[src/hdl/us2cal_pkg.sv]
package us2cal_pkg;

  // Field widths of the two channels.
  localparam int SECS_W  = 41;
  localparam int SEC_W   = 6;
  localparam int MIN_W   = 6;
  localparam int HOUR_W  = 5;
  localparam int MDAY_W  = 5;
  localparam int MON_W   = 4;
  localparam int YEAR_W  = 17;
  localparam int WDAY_W  = 3;
  localparam int YDAY_W  = 9;

  // Calendar constants.
  localparam int SECS_PER_DAY   = 86400;
  localparam int SECS_PER_HOUR  = 3600;
  localparam int SECS_PER_MIN   = 60;
  localparam int DAYS_TO_EPOCH  = 719468;   // 0000-03-01 to 1970-01-01
  localparam int DAYS_PER_ERA   = 146097;
  localparam int ERA_LAST_DAY   = 146096;
  localparam int DAYS_PER_CENT  = 36524;
  localparam int DAYS_PER_4Y    = 1460;
  localparam int DAYS_PER_YEAR  = 365;
  localparam int YEARS_PER_ERA  = 400;
  localparam int YEAR_BASE      = 1900;
  localparam int JAN_FEB_DAYS   = 59;
  localparam int MARCH_TO_JAN   = 306;
  localparam int FIRST_JAN_MP   = 10;       // March-based month index of January

  // The seconds are biased by a whole number of eras plus the epoch offset,
  // so that the biased day count is directly a non-negative day number
  // counted from a March 1 that opens an era.
  localparam int ERA_BIAS  = 83;
  localparam int DAY_BIAS  = DAYS_TO_EPOCH + ERA_BIAS * DAYS_PER_ERA;
  localparam longint unsigned SEC_BIAS = longint'(DAY_BIAS) * longint'(SECS_PER_DAY);
  localparam int WDAY_BIAS = (4 - (DAY_BIAS % 7) + 7) % 7;
  localparam int YEAR_BIAS = ERA_BIAS * YEARS_PER_ERA + YEAR_BASE;

  // Widths of the biased seconds and of the day number.
  localparam int SP_W      = SECS_W + 1;
  localparam int DAY_SHIFT = 7;                          // 86400 = 2^7 * 675
  localparam int DAY_ODD   = SECS_PER_DAY >> DAY_SHIFT;
  localparam int X_W       = SP_W - DAY_SHIFT;
  localparam int XL_W      = 17;
  localparam int Q_W       = 25;
  localparam int SOD_W     = 17;
  localparam int ERA_W     = 8;
  localparam int DOE_W     = 18;
  localparam int YOE_W     = 9;
  localparam int DOY_W     = 9;

  // Truncated reciprocals; each estimate is low by at most one.
  localparam longint unsigned RECIP_DAY  = (64'd1 << X_W) / DAY_ODD;
  localparam int RECIP_ERA  = (1 << Q_W) / DAYS_PER_ERA;
  localparam int RECIP_4Y   = (1 << DOE_W) / DAYS_PER_4Y;
  localparam int RECIP_YEAR = (1 << DOE_W) / DAYS_PER_YEAR;
  localparam int RECIP_HOUR = (1 << SOD_W) / SECS_PER_HOUR;
  localparam int RECIP_MIN  = (1 << 12) / SECS_PER_MIN;

  // Time of day and weekday, carried down the date stages.
  typedef struct packed {
    logic [HOUR_W-1:0] hour;
    logic [MIN_W-1:0]  minute;
    logic [SEC_W-1:0]  second;
    logic [WDAY_W-1:0] weekday;
  } tod_t;

  // First day of each March-based month within the year.
  function automatic logic [DOY_W-1:0] month_start(input logic [3:0] mp);
    logic [DOY_W-1:0] d;
    case (mp)
      4'd0:    d = 9'd0;
      4'd1:    d = 9'd31;
      4'd2:    d = 9'd61;
      4'd3:    d = 9'd92;
      4'd4:    d = 9'd122;
      4'd5:    d = 9'd153;
      4'd6:    d = 9'd184;
      4'd7:    d = 9'd214;
      4'd8:    d = 9'd245;
      4'd9:    d = 9'd275;
      4'd10:   d = 9'd306;
      4'd11:   d = 9'd337;
      default: d = 9'd0;
    endcase
    return d;
  endfunction

endpackage

[src/hdl/unix_seconds_to_calendar_top.sv]
// Unix time to UTC calendar converter.
//
// Input channel: in_valid / in_stall carry one signed 41-bit count of seconds
// since 1970-01-01 00:00:00 UTC per beat. Output channel: out_valid /
// out_stall carry the broken-down proleptic Gregorian date and time of that
// instant, one result beat per input beat, in order.
//
// The work runs through a 16-stage pipeline: bias and split of the seconds,
// a reciprocal multiply for the day number cut into two partial products,
// then the era and year-of-era steps, each a short multiply followed by a
// one-step correction, and the day-of-year and month steps. One beat is
// accepted in every cycle in which in_stall is low.
//
// The whole pipeline advances as one; when out_stall holds a waiting result,
// in_stall rises in the same cycle and every stage keeps its contents, so
// nothing is lost or repeated. A synchronous low rst_n clears the valid bits
// of all stages; data registers are not reset.
module unix_seconds_to_calendar_top (
  input  logic                                   clk,
  input  logic                                   rst_n,
  input  logic                                   in_valid,
  output logic                                   in_stall,
  input  logic signed [us2cal_pkg::SECS_W-1:0]   in_unix_seconds,
  output logic                                   out_valid,
  input  logic                                   out_stall,
  output logic        [us2cal_pkg::SEC_W-1:0]    out_second,
  output logic        [us2cal_pkg::MIN_W-1:0]    out_minute,
  output logic        [us2cal_pkg::HOUR_W-1:0]   out_hour,
  output logic        [us2cal_pkg::MDAY_W-1:0]   out_day_of_month,
  output logic        [us2cal_pkg::MON_W-1:0]    out_month_index,
  output logic signed [us2cal_pkg::YEAR_W-1:0]   out_years_since_1900,
  output logic        [us2cal_pkg::WDAY_W-1:0]   out_weekday,
  output logic        [us2cal_pkg::YDAY_W-1:0]   out_day_of_year
);

  localparam int NSTG  = 16;
  localparam int Q_DIG = (us2cal_pkg::Q_W + 2) / 3;
  localparam int DAY_SHIFT_W = us2cal_pkg::DAY_SHIFT;

  logic adv;
  logic [NSTG-1:0] v_r, v_nxt;

  // Stage registers.
  logic [us2cal_pkg::X_W-1:0]       s1_x_r, s1_x_nxt, s2_x_r, s3_x_r;
  logic [DAY_SHIFT_W-1:0]           s1_lo_r, s1_lo_nxt, s2_lo_r, s3_lo_r, s4_lo_r;
  logic [42:0]                      s2_pl_r, s2_pl_nxt;
  logic [43:0]                      s2_ph_r, s2_ph_nxt;
  logic [us2cal_pkg::Q_W-1:0]       s3_qe_r, s3_qe_nxt, s4_qe_r;
  logic [10:0]                      s4_re_r, s4_re_nxt;
  logic [us2cal_pkg::Q_W-1:0]       s5_q_r, s5_q_nxt, s6_q_r;
  logic [us2cal_pkg::SOD_W-1:0]     s5_sod_r, s5_sod_nxt, s6_sod_r;
  logic [us2cal_pkg::ERA_W-1:0]     s6_era_r, s6_era_nxt, s7_era_r;
  logic [5:0]                       s6_ws_r, s6_ws_nxt;
  logic [us2cal_pkg::HOUR_W-1:0]    s6_he_r, s6_he_nxt, s7_h_r, s7_h_nxt, s8_h_r;
  logic [18:0]                      s7_doe_r, s7_doe_nxt;
  logic [us2cal_pkg::WDAY_W-1:0]    s7_wd_r, s7_wd_nxt, s8_wd_r;
  logic [11:0]                      s7_rm_r, s7_rm_nxt, s8_rm_r;
  logic [us2cal_pkg::ERA_W-1:0]     s8_era_r, s8_era_nxt, s9_era_r, s10_era_r;
  logic [us2cal_pkg::ERA_W-1:0]     s11_era_r, s12_era_r, s13_era_r, s14_era_r, s15_era_r;
  logic [us2cal_pkg::DOE_W-1:0]     s8_doe_r, s8_doe_nxt, s9_doe_r, s10_doe_r;
  logic [us2cal_pkg::DOE_W-1:0]     s11_doe_r, s12_doe_r, s13_doe_r;
  logic [us2cal_pkg::MIN_W-1:0]     s8_me_r, s8_me_nxt;
  us2cal_pkg::tod_t                 s9_tod_r, s9_tod_nxt, s10_tod_r, s11_tod_r;
  us2cal_pkg::tod_t                 s12_tod_r, s13_tod_r, s14_tod_r, s15_tod_r;
  logic [6:0]                       s9_c4e_r, s9_c4e_nxt, s10_c4_r, s10_c4_nxt;
  logic [1:0]                       s9_cc_r, s9_cc_nxt, s10_cc_r;
  logic [us2cal_pkg::DOE_W-1:0]     s11_n_r, s11_n_nxt, s12_n_r;
  logic [us2cal_pkg::YOE_W-1:0]     s12_ye_r, s12_ye_nxt;
  logic [us2cal_pkg::YOE_W-1:0]     s13_yoe_r, s13_yoe_nxt, s14_yoe_r;
  logic [us2cal_pkg::DOY_W-1:0]     s14_doy_r, s14_doy_nxt, s15_doy_r;
  logic [3:0]                       s15_mp_r, s15_mp_nxt;
  logic [us2cal_pkg::MDAY_W-1:0]    s15_md_r, s15_md_nxt;
  logic [us2cal_pkg::YOE_W-1:0]     s15_yy_r, s15_yy_nxt;
  logic                             s15_leap_r, s15_leap_nxt;
  logic [us2cal_pkg::MON_W-1:0]     s16_mon_r, s16_mon_nxt;
  logic [us2cal_pkg::YEAR_W-1:0]    s16_year_r, s16_year_nxt;
  logic [us2cal_pkg::YDAY_W-1:0]    s16_yday_r, s16_yday_nxt;
  logic [us2cal_pkg::MDAY_W-1:0]    s16_md_r;
  us2cal_pkg::tod_t                 s16_tod_r;

  // Global advance: the pipeline moves unless a waiting result is stalled.
  assign adv      = !v_r[NSTG-1] || !out_stall;
  assign in_stall = !adv;
  assign v_nxt    = {v_r[NSTG-2:0], in_valid};

  always_ff @(posedge clk) begin
    if (!rst_n) begin
      v_r <= '0;
    end else if (adv) begin
      v_r <= v_nxt;
    end
  end

  // Stage 1: sign-extend and bias the seconds so they are never negative, then split off the low bits.
  always_comb begin
    logic [us2cal_pkg::SP_W-1:0] sp;
    sp = {in_unix_seconds[us2cal_pkg::SECS_W-1], in_unix_seconds}
         + us2cal_pkg::SP_W'(us2cal_pkg::SEC_BIAS);
    s1_x_nxt  = sp[us2cal_pkg::SP_W-1:DAY_SHIFT_W];
    s1_lo_nxt = sp[DAY_SHIFT_W-1:0];
  end

  // Stage 2: partial products of the day-number reciprocal multiply.
  always_comb begin
    s2_pl_nxt = 43'(s1_x_r[us2cal_pkg::XL_W-1:0]) * 43'(us2cal_pkg::RECIP_DAY);
    s2_ph_nxt = 44'(s1_x_r[us2cal_pkg::X_W-1:us2cal_pkg::XL_W]) * 44'(us2cal_pkg::RECIP_DAY);
  end

  // Stage 3: sum the partial products into the day estimate.
  always_comb begin
    logic [60:0] sum;
    sum       = {s2_ph_r, {us2cal_pkg::XL_W{1'b0}}} + 61'(s2_pl_r);
    s3_qe_nxt = sum[us2cal_pkg::X_W+us2cal_pkg::Q_W-1:us2cal_pkg::X_W];
  end

  // Stage 4: remainder of the estimate.
  always_comb begin
    logic [us2cal_pkg::X_W-1:0] prod;
    logic [us2cal_pkg::X_W-1:0] diff;
    prod      = us2cal_pkg::X_W'(s3_qe_r) * us2cal_pkg::X_W'(us2cal_pkg::DAY_ODD);
    diff      = s3_x_r - prod;
    s4_re_nxt = diff[10:0];
  end

  // Stage 5: correct the day number and rebuild the seconds of the day.
  always_comb begin
    logic [10:0] r;
    if (s4_re_r >= 11'(us2cal_pkg::DAY_ODD)) begin
      s5_q_nxt = s4_qe_r + 1'b1;
      r        = s4_re_r - 11'(us2cal_pkg::DAY_ODD);
    end else begin
      s5_q_nxt = s4_qe_r;
      r        = s4_re_r;
    end
    s5_sod_nxt = {r[9:0], s4_lo_r};
  end

  // Stage 6: era and hour estimates, octal digit sum for the weekday.
  always_comb begin
    logic [32:0] pe;
    logic [22:0] ph;
    logic [3*Q_DIG-1:0] qp;
    pe         = 33'(s5_q_r) * 33'(us2cal_pkg::RECIP_ERA);
    s6_era_nxt = pe[us2cal_pkg::Q_W+us2cal_pkg::ERA_W-1:us2cal_pkg::Q_W];
    ph         = 23'(s5_sod_r) * 23'(us2cal_pkg::RECIP_HOUR);
    s6_he_nxt  = ph[us2cal_pkg::SOD_W+us2cal_pkg::HOUR_W-1:us2cal_pkg::SOD_W];
    qp         = (3*Q_DIG)'(s5_q_r);
    s6_ws_nxt  = 6'(us2cal_pkg::WDAY_BIAS);
    for (int i = 0; i < Q_DIG; i++) begin
      s6_ws_nxt = s6_ws_nxt + 6'(qp[3*i +: 3]);
    end
  end

  // Stage 7: day of era estimate, weekday reduction, hour correction.
  always_comb begin
    logic [us2cal_pkg::Q_W-1:0] pe;
    logic [us2cal_pkg::Q_W-1:0] de;
    logic [3:0] t;
    logic [12:0] rh;
    pe          = us2cal_pkg::Q_W'(s6_era_r) * us2cal_pkg::Q_W'(us2cal_pkg::DAYS_PER_ERA);
    de          = s6_q_r - pe;
    s7_doe_nxt  = de[18:0];
    t           = 4'(s6_ws_r[5:3]) + 4'(s6_ws_r[2:0]);
    if (t >= 4'd14) begin
      s7_wd_nxt = 3'(t - 4'd14);
    end else if (t >= 4'd7) begin
      s7_wd_nxt = 3'(t - 4'd7);
    end else begin
      s7_wd_nxt = t[2:0];
    end
    rh = s6_sod_r[12:0] - 13'(13'(s6_he_r) * 13'(us2cal_pkg::SECS_PER_HOUR));
    if (rh >= 13'(us2cal_pkg::SECS_PER_HOUR)) begin
      s7_h_nxt  = s6_he_r + 1'b1;
      rh        = rh - 13'(us2cal_pkg::SECS_PER_HOUR);
    end else begin
      s7_h_nxt  = s6_he_r;
    end
    s7_rm_nxt = rh[11:0];
  end

  // Stage 8: correct the era, estimate the minute.
  always_comb begin
    logic [18:0] pm;
    if (s7_doe_r >= 19'(us2cal_pkg::DAYS_PER_ERA)) begin
      s8_era_nxt = s7_era_r + 1'b1;
      s8_doe_nxt = 18'(s7_doe_r - 19'(us2cal_pkg::DAYS_PER_ERA));
    end else begin
      s8_era_nxt = s7_era_r;
      s8_doe_nxt = s7_doe_r[17:0];
    end
    pm        = 19'(s7_rm_r) * 19'(us2cal_pkg::RECIP_MIN);
    s8_me_nxt = pm[17:12];
  end

  // Stage 9: four-year count estimate, century count, minute correction.
  always_comb begin
    logic [25:0] p4;
    logic [11:0] rs;
    p4         = 26'(s8_doe_r) * 26'(us2cal_pkg::RECIP_4Y);
    s9_c4e_nxt = p4[24:18];
    s9_cc_nxt  = 2'(s8_doe_r >= 18'(us2cal_pkg::DAYS_PER_CENT))
               + 2'(s8_doe_r >= 18'(2 * us2cal_pkg::DAYS_PER_CENT))
               + 2'(s8_doe_r >= 18'(3 * us2cal_pkg::DAYS_PER_CENT));
    rs = s8_rm_r - 12'(12'(s8_me_r) * 12'(us2cal_pkg::SECS_PER_MIN));
    s9_tod_nxt.hour    = s8_h_r;
    s9_tod_nxt.weekday = s8_wd_r;
    if (rs >= 12'(us2cal_pkg::SECS_PER_MIN)) begin
      s9_tod_nxt.minute = s8_me_r + 1'b1;
      s9_tod_nxt.second = 6'(rs - 12'(us2cal_pkg::SECS_PER_MIN));
    end else begin
      s9_tod_nxt.minute = s8_me_r;
      s9_tod_nxt.second = rs[5:0];
    end
  end

  // Stage 10: correct the four-year count.
  always_comb begin
    logic [us2cal_pkg::DOE_W-1:0] r4;
    r4 = s9_doe_r - us2cal_pkg::DOE_W'(us2cal_pkg::DOE_W'(s9_c4e_r)
                                       * us2cal_pkg::DOE_W'(us2cal_pkg::DAYS_PER_4Y));
    if (r4 >= us2cal_pkg::DOE_W'(us2cal_pkg::DAYS_PER_4Y)) begin
      s10_c4_nxt = s9_c4e_r + 1'b1;
    end else begin
      s10_c4_nxt = s9_c4e_r;
    end
  end

  // Stage 11: day of era with leap days removed; a full era day counts as
  // the fourth century, which cancels the last century step.
  assign s11_n_nxt = s10_doe_r - us2cal_pkg::DOE_W'(s10_c4_r)
                   + us2cal_pkg::DOE_W'(s10_cc_r);

  // Stage 12: year of era estimate.
  always_comb begin
    logic [27:0] py;
    py         = 28'(s11_n_r) * 28'(us2cal_pkg::RECIP_YEAR);
    s12_ye_nxt = py[us2cal_pkg::DOE_W+us2cal_pkg::YOE_W-1:us2cal_pkg::DOE_W];
  end

  // Stage 13: correct the year of era.
  always_comb begin
    logic [us2cal_pkg::DOE_W-1:0] ry;
    ry = s12_n_r - us2cal_pkg::DOE_W'(us2cal_pkg::DOE_W'(s12_ye_r)
                                      * us2cal_pkg::DOE_W'(us2cal_pkg::DAYS_PER_YEAR));
    if (ry >= us2cal_pkg::DOE_W'(us2cal_pkg::DAYS_PER_YEAR)) begin
      s13_yoe_nxt = s12_ye_r + 1'b1;
    end else begin
      s13_yoe_nxt = s12_ye_r;
    end
  end

  // Stage 14: day within the March-based year.
  always_comb begin
    logic [1:0] cy;
    logic [us2cal_pkg::DOE_W-1:0] ys;
    logic [us2cal_pkg::DOE_W-1:0] dd;
    cy = 2'(s13_yoe_r >= 9'd100) + 2'(s13_yoe_r >= 9'd200) + 2'(s13_yoe_r >= 9'd300);
    ys = us2cal_pkg::DOE_W'(us2cal_pkg::DOE_W'(s13_yoe_r)
                            * us2cal_pkg::DOE_W'(us2cal_pkg::DAYS_PER_YEAR))
       + us2cal_pkg::DOE_W'(s13_yoe_r[us2cal_pkg::YOE_W-1:2])
       - us2cal_pkg::DOE_W'(cy);
    dd = s13_doe_r - ys;
    s14_doy_nxt = dd[us2cal_pkg::DOY_W-1:0];
  end

  // Stage 15: month, day of month, year within the era and leap flag.
  always_comb begin
    logic [us2cal_pkg::DOY_W-1:0] md;
    logic jan;
    logic cent;
    logic quad;
    s15_mp_nxt = '0;
    for (int k = 1; k < 12; k++) begin
      s15_mp_nxt = s15_mp_nxt + 4'(s14_doy_r >= us2cal_pkg::month_start(4'(k)));
    end
    md          = s14_doy_r - us2cal_pkg::month_start(s15_mp_nxt) + 1'b1;
    s15_md_nxt  = md[us2cal_pkg::MDAY_W-1:0];
    jan         = s15_mp_nxt >= 4'(us2cal_pkg::FIRST_JAN_MP);
    s15_yy_nxt  = s14_yoe_r + us2cal_pkg::YOE_W'(jan);
    // Within an era the year is a century year at 0, 100, 200, 300 and 400,
    // and a multiple of 400 only at 0 and 400.
    quad = (s15_yy_nxt == 9'd0) || (s15_yy_nxt == 9'd400);
    cent = quad || (s15_yy_nxt == 9'd100) || (s15_yy_nxt == 9'd200)
                || (s15_yy_nxt == 9'd300);
    s15_leap_nxt = (s15_yy_nxt[1:0] == 2'b00) && (!cent || quad);
  end

  // Stage 16: January-based month, full year and day of year.
  always_comb begin
    logic [18:0] yr;
    if (s15_mp_r < 4'(us2cal_pkg::FIRST_JAN_MP)) begin
      s16_mon_nxt  = s15_mp_r + 4'd2;
      s16_yday_nxt = s15_doy_r + 9'(us2cal_pkg::JAN_FEB_DAYS) + 9'(s15_leap_r);
    end else begin
      s16_mon_nxt  = s15_mp_r - 4'(us2cal_pkg::FIRST_JAN_MP);
      s16_yday_nxt = s15_doy_r - 9'(us2cal_pkg::MARCH_TO_JAN);
    end
    yr = 19'(19'(s15_era_r) * 19'(us2cal_pkg::YEARS_PER_ERA)) + 19'(s15_yy_r)
       - 19'(us2cal_pkg::YEAR_BIAS);
    s16_year_nxt = yr[us2cal_pkg::YEAR_W-1:0];
  end

  // Data registers; all stages move together.
  always_ff @(posedge clk) begin
    if (adv) begin
      s1_x_r     <= s1_x_nxt;
      s1_lo_r    <= s1_lo_nxt;
      s2_pl_r    <= s2_pl_nxt;
      s2_ph_r    <= s2_ph_nxt;
      s2_x_r     <= s1_x_r;
      s2_lo_r    <= s1_lo_r;
      s3_qe_r    <= s3_qe_nxt;
      s3_x_r     <= s2_x_r;
      s3_lo_r    <= s2_lo_r;
      s4_qe_r    <= s3_qe_r;
      s4_re_r    <= s4_re_nxt;
      s4_lo_r    <= s3_lo_r;
      s5_q_r     <= s5_q_nxt;
      s5_sod_r   <= s5_sod_nxt;
      s6_q_r     <= s5_q_r;
      s6_sod_r   <= s5_sod_r;
      s6_era_r   <= s6_era_nxt;
      s6_ws_r    <= s6_ws_nxt;
      s6_he_r    <= s6_he_nxt;
      s7_era_r   <= s6_era_r;
      s7_doe_r   <= s7_doe_nxt;
      s7_wd_r    <= s7_wd_nxt;
      s7_h_r     <= s7_h_nxt;
      s7_rm_r    <= s7_rm_nxt;
      s8_era_r   <= s8_era_nxt;
      s8_doe_r   <= s8_doe_nxt;
      s8_wd_r    <= s7_wd_r;
      s8_h_r     <= s7_h_r;
      s8_rm_r    <= s7_rm_r;
      s8_me_r    <= s8_me_nxt;
      s9_era_r   <= s8_era_r;
      s9_doe_r   <= s8_doe_r;
      s9_c4e_r   <= s9_c4e_nxt;
      s9_cc_r    <= s9_cc_nxt;
      s9_tod_r   <= s9_tod_nxt;
      s10_era_r  <= s9_era_r;
      s10_doe_r  <= s9_doe_r;
      s10_c4_r   <= s10_c4_nxt;
      s10_cc_r   <= s9_cc_r;
      s10_tod_r  <= s9_tod_r;
      s11_era_r  <= s10_era_r;
      s11_doe_r  <= s10_doe_r;
      s11_n_r    <= s11_n_nxt;
      s11_tod_r  <= s10_tod_r;
      s12_era_r  <= s11_era_r;
      s12_doe_r  <= s11_doe_r;
      s12_n_r    <= s11_n_r;
      s12_ye_r   <= s12_ye_nxt;
      s12_tod_r  <= s11_tod_r;
      s13_era_r  <= s12_era_r;
      s13_doe_r  <= s12_doe_r;
      s13_yoe_r  <= s13_yoe_nxt;
      s13_tod_r  <= s12_tod_r;
      s14_era_r  <= s13_era_r;
      s14_yoe_r  <= s13_yoe_r;
      s14_doy_r  <= s14_doy_nxt;
      s14_tod_r  <= s13_tod_r;
      s15_era_r  <= s14_era_r;
      s15_doy_r  <= s14_doy_r;
      s15_mp_r   <= s15_mp_nxt;
      s15_md_r   <= s15_md_nxt;
      s15_yy_r   <= s15_yy_nxt;
      s15_leap_r <= s15_leap_nxt;
      s15_tod_r  <= s14_tod_r;
      s16_mon_r  <= s16_mon_nxt;
      s16_year_r <= s16_year_nxt;
      s16_yday_r <= s16_yday_nxt;
      s16_md_r   <= s15_md_r;
      s16_tod_r  <= s15_tod_r;
    end
  end

  // Output beat.
  assign out_valid            = v_r[NSTG-1];
  assign out_second           = s16_tod_r.second;
  assign out_minute           = s16_tod_r.minute;
  assign out_hour             = s16_tod_r.hour;
  assign out_weekday          = s16_tod_r.weekday;
  assign out_day_of_month     = s16_md_r;
  assign out_month_index      = s16_mon_r;
  assign out_years_since_1900 = $signed(s16_year_r);
  assign out_day_of_year      = s16_yday_r;

endmodule

[config.mk]
export PLATFORM = sky130hd
export DESIGN_NAME = unix_seconds_to_calendar_top
export DESIGN_NICKNAME = d
export VERILOG_FILES = /design/src/hdl/us2cal_pkg.sv /design/src/hdl/unix_seconds_to_calendar_top.sv
export SDC_FILE = /design/constraint.sdc
export NUM_CORES = 2
export LEC_CHECK = 0
export ABC_AREA = 0
export BUFFER_PORTS_ARGS = -buffer_cell sky130_fd_sc_hd__buf_2
export CORE_MARGIN = 1
export CORE_UTILIZATION = 65
export DETAILED_ROUTE_END_ITERATION = 10
export HOLD_SLACK_MARGIN = 0.02
export PLACE_DENSITY = 0.82
export REMOVE_ABC_BUFFERS = 1
export SLEW_MARGIN = 40
export SYNTH_ARGS = -nofsm -noshare
export SYNTH_HDL_FRONTEND = slang
export SYNTH_SLANG_ARGS = --single-unit
[constraint.sdc]
create_clock -name clk -period 36.6 [get_ports clk]
set_clock_uncertainty 0.15 [all_clocks]
set_input_delay 7.32 -clock clk [delete_from_list [all_inputs] [get_ports clk]]
set_output_delay 7.32 -clock clk [all_outputs]
set_load 0.02 [all_outputs]
==> impl_metrics.ini <==
[run_status]
status = finished, final reports clean

[final_layout]
layout-drive-gt1-share_pct = 5.02
syn_to_final_growth_pct = 7.80
fin_nets = 7130
final_util_pct = 70.9
design_area_sq_mm = 0.0699
diodes = 0

[place]
dpl_cell_area_sq_mm = 0.0670
post-dp-hpwl_um = 87200
port-buffer-count = 101
gp_congestion = 0.890

[floorplanning]
start_util_pct = 65.8
chipWidth_um = 318
io-pin-count = 102
coreArea_sq_mm = 0.0986
die-area_sq_mm = 0.101
die_h_um = 318
num_rows = 115

[synth]
synth_edf_count = 835
yosysWarnings = 0
synthFlopType = edfxtp_1
synth_cells = 5323
synthTopCellsByArea = edfxtp_1, ha_1, fa_1, inv_1, xnor2_1
synth.yosys.seq_area_share_pct = 39.2
syn_avg_cell_area_sq_um = 12.2
yosysTopAreaCell = edfxtp_1
ys_ff_latch = 851
ys_types = 85
syn_area_sq_mm = 0.0649
async_flop_share_pct = 0
yosysTopAreaCellShare_pct = 38.7

[clock_network]
cts_buffer_depth = 3
clock-sinks = 851
htree_num_levels = 3
cts_tree = yes
postCtsHoldBufs = 0
cts_setup_buffers = 0
clock-root-buffer = clkbuf_16
clk_pin_slew_ns = 0.06
clkLatencyLatePin_ns = 0.68
numCtsBuffers = 89
cts_resized = 0

[sta]
tightest_slew_ns = 0.853
fin_crit_ns = 16.19
hold_viol = 0
holdWs_ns = 0.238
max_freq_ghz = 0.0618
finalSetupViolations = 0
drv_slew = 0
rsz0062_at_grt = no
relSlewSlack_pct = 41.7
min_period_over_period_pct = 44.2

[routing]
wl_per_cell_um = 16.5
via_per_inst = 5.62
dr.pass1.iters = 6
vias = 38500
ant_nets = 0
drt_drc_violations_left = 0
wirelength_um = 114000
drtIter0Drc = 1802

[global_routing]
antenna_found_initial = 0
grt_max_degree = 178
grt_pass1_wl_um = 192000
grt_usage_pct = 23.2
grt_pass1_vias = 40700
grt_overflow = 0

[worst_hold_path]
holdCritPathClass = reg -> reg
holdPathStages = 0
worstHoldEndpoint = s8_wd_r[2]
hp-start = s7_wd_r[2]

[worst_setup_path]
startpoint_type = primary input
reg2reg_slack_ns = 29.69
endpoint_kind = output pin
crit_type = in -> out
path_max_fanout = 45
r2r-end = s10_c4_r[1]
r2r_start = s9_c4e_r[4]
cp_data_required_time_ns = 29.13
rr_worst_depth = 22
worstPathArrival_ns = 8.72

[flow_run]
maxCapViolCount = 0
[kinds of logic after synthesis]
logic type	synth area share [%]
AO/OA/AOI/OAI	6.91
XOR/XNOR	5.28
adder cells (fa/ha/maj)	36.7
multiplexers	0.291
AND/OR/NAND/NOR	5.80
buffers and inverters	5.87
flip-flops	39.2
[critical path, cell delays in order]
cell	delay [ns]
buf_2	0.11
nand2_4	0.41
clkinv_1	0.55
buf_2	0.32
[through the flow]
step | TNS, ns | instances | worst slack (ns)
after floorplan | -4.43 | 5299 | -4.43
after global placement | 0 | 6697 | 20.44
after detailed placement | 0 | 6697 | 20.39
after CTS | 0 | 6860 | 20.38
after global routing | 0 | 6862 | 20.26
final | 0 | 6862 | 20.41
[layout make-up]
type	instances	area, sq um
clock buffer	103	2300
sequential	851	25400
clock inverter	60	547
multi-input combinational	3459	35700
inverter	989	3710
fill	6572	28600
timing repair buffer	113	663
tap	1287	1610
[routing by layer]
metal  GRT usage, %  routed length [um]  vias to the layer above
li1               -                   -                    18600
met1           28.5               47400                    18900
met2           41.8               57900                      780
met3           3.48                4640                      264
met4           7.97                3610                        0
met5              0                   0                        -
[flip-flops by register name, summed over array words and instances, names as in the netlist, 20 cells and up]
register,cells
s2_pl_r,24
s11_tod_r,20
s2_ph_r,41
s9_tod_r,20
s15_tod_r,20
s3_qe_r,25
s13_tod_r,20
s10_tod_r,20
s12_tod_r,20
s5_q_r,25
s14_tod_r,20
s1_x_r,35
s4_qe_r,25
[cell usage in the layout (no fill, tap or decap), drive strengths merged, types with 30 or more instances in the layout]
master and n:
xnor2 278, nor2 197, nor3 63, xor2 110, a21o 70, a21oi 198
nand2 223, nand3 72, and3 32, nand4 32, nand2b 30, clkbuf 103
inv 994, buf 113, edfxtp 835, fa 534, o21ai 135, ha 1048
o21a 50, a31oi 30, clkinv 42
[cell usage after synthesis (32+ instances only)]
cell and n:
a21o_1 70, a21oi_1 198, and3_1 32, edfxtp_1 835
fa_1 534, ha_1 1048, inv_1 988, nand2_1 222
nand3_1 72, nand4_1 32, nor2_1 197, nor3_1 63
o21a_1 50, o21ai_0 130, xnor2_1 278, xor2_1 110
[worst max path at each step]
stage	startpoint	to	slack, ns	depth (start not counted)
after floorplan	out_stall	in_stall	-4.43	2
after global placement	out_stall	in_stall	20.44	4
after detailed placement	out_stall	in_stall	20.39	4
after CTS	out_stall	in_stall	20.38	4
after global routing	out_stall	in_stall	20.26	4
final	out_stall	in_stall	20.41	4
Power is left out: the tool's default activity adds up to more than one toggle a clock period on the data nets, which glitch-free logic cannot reach.
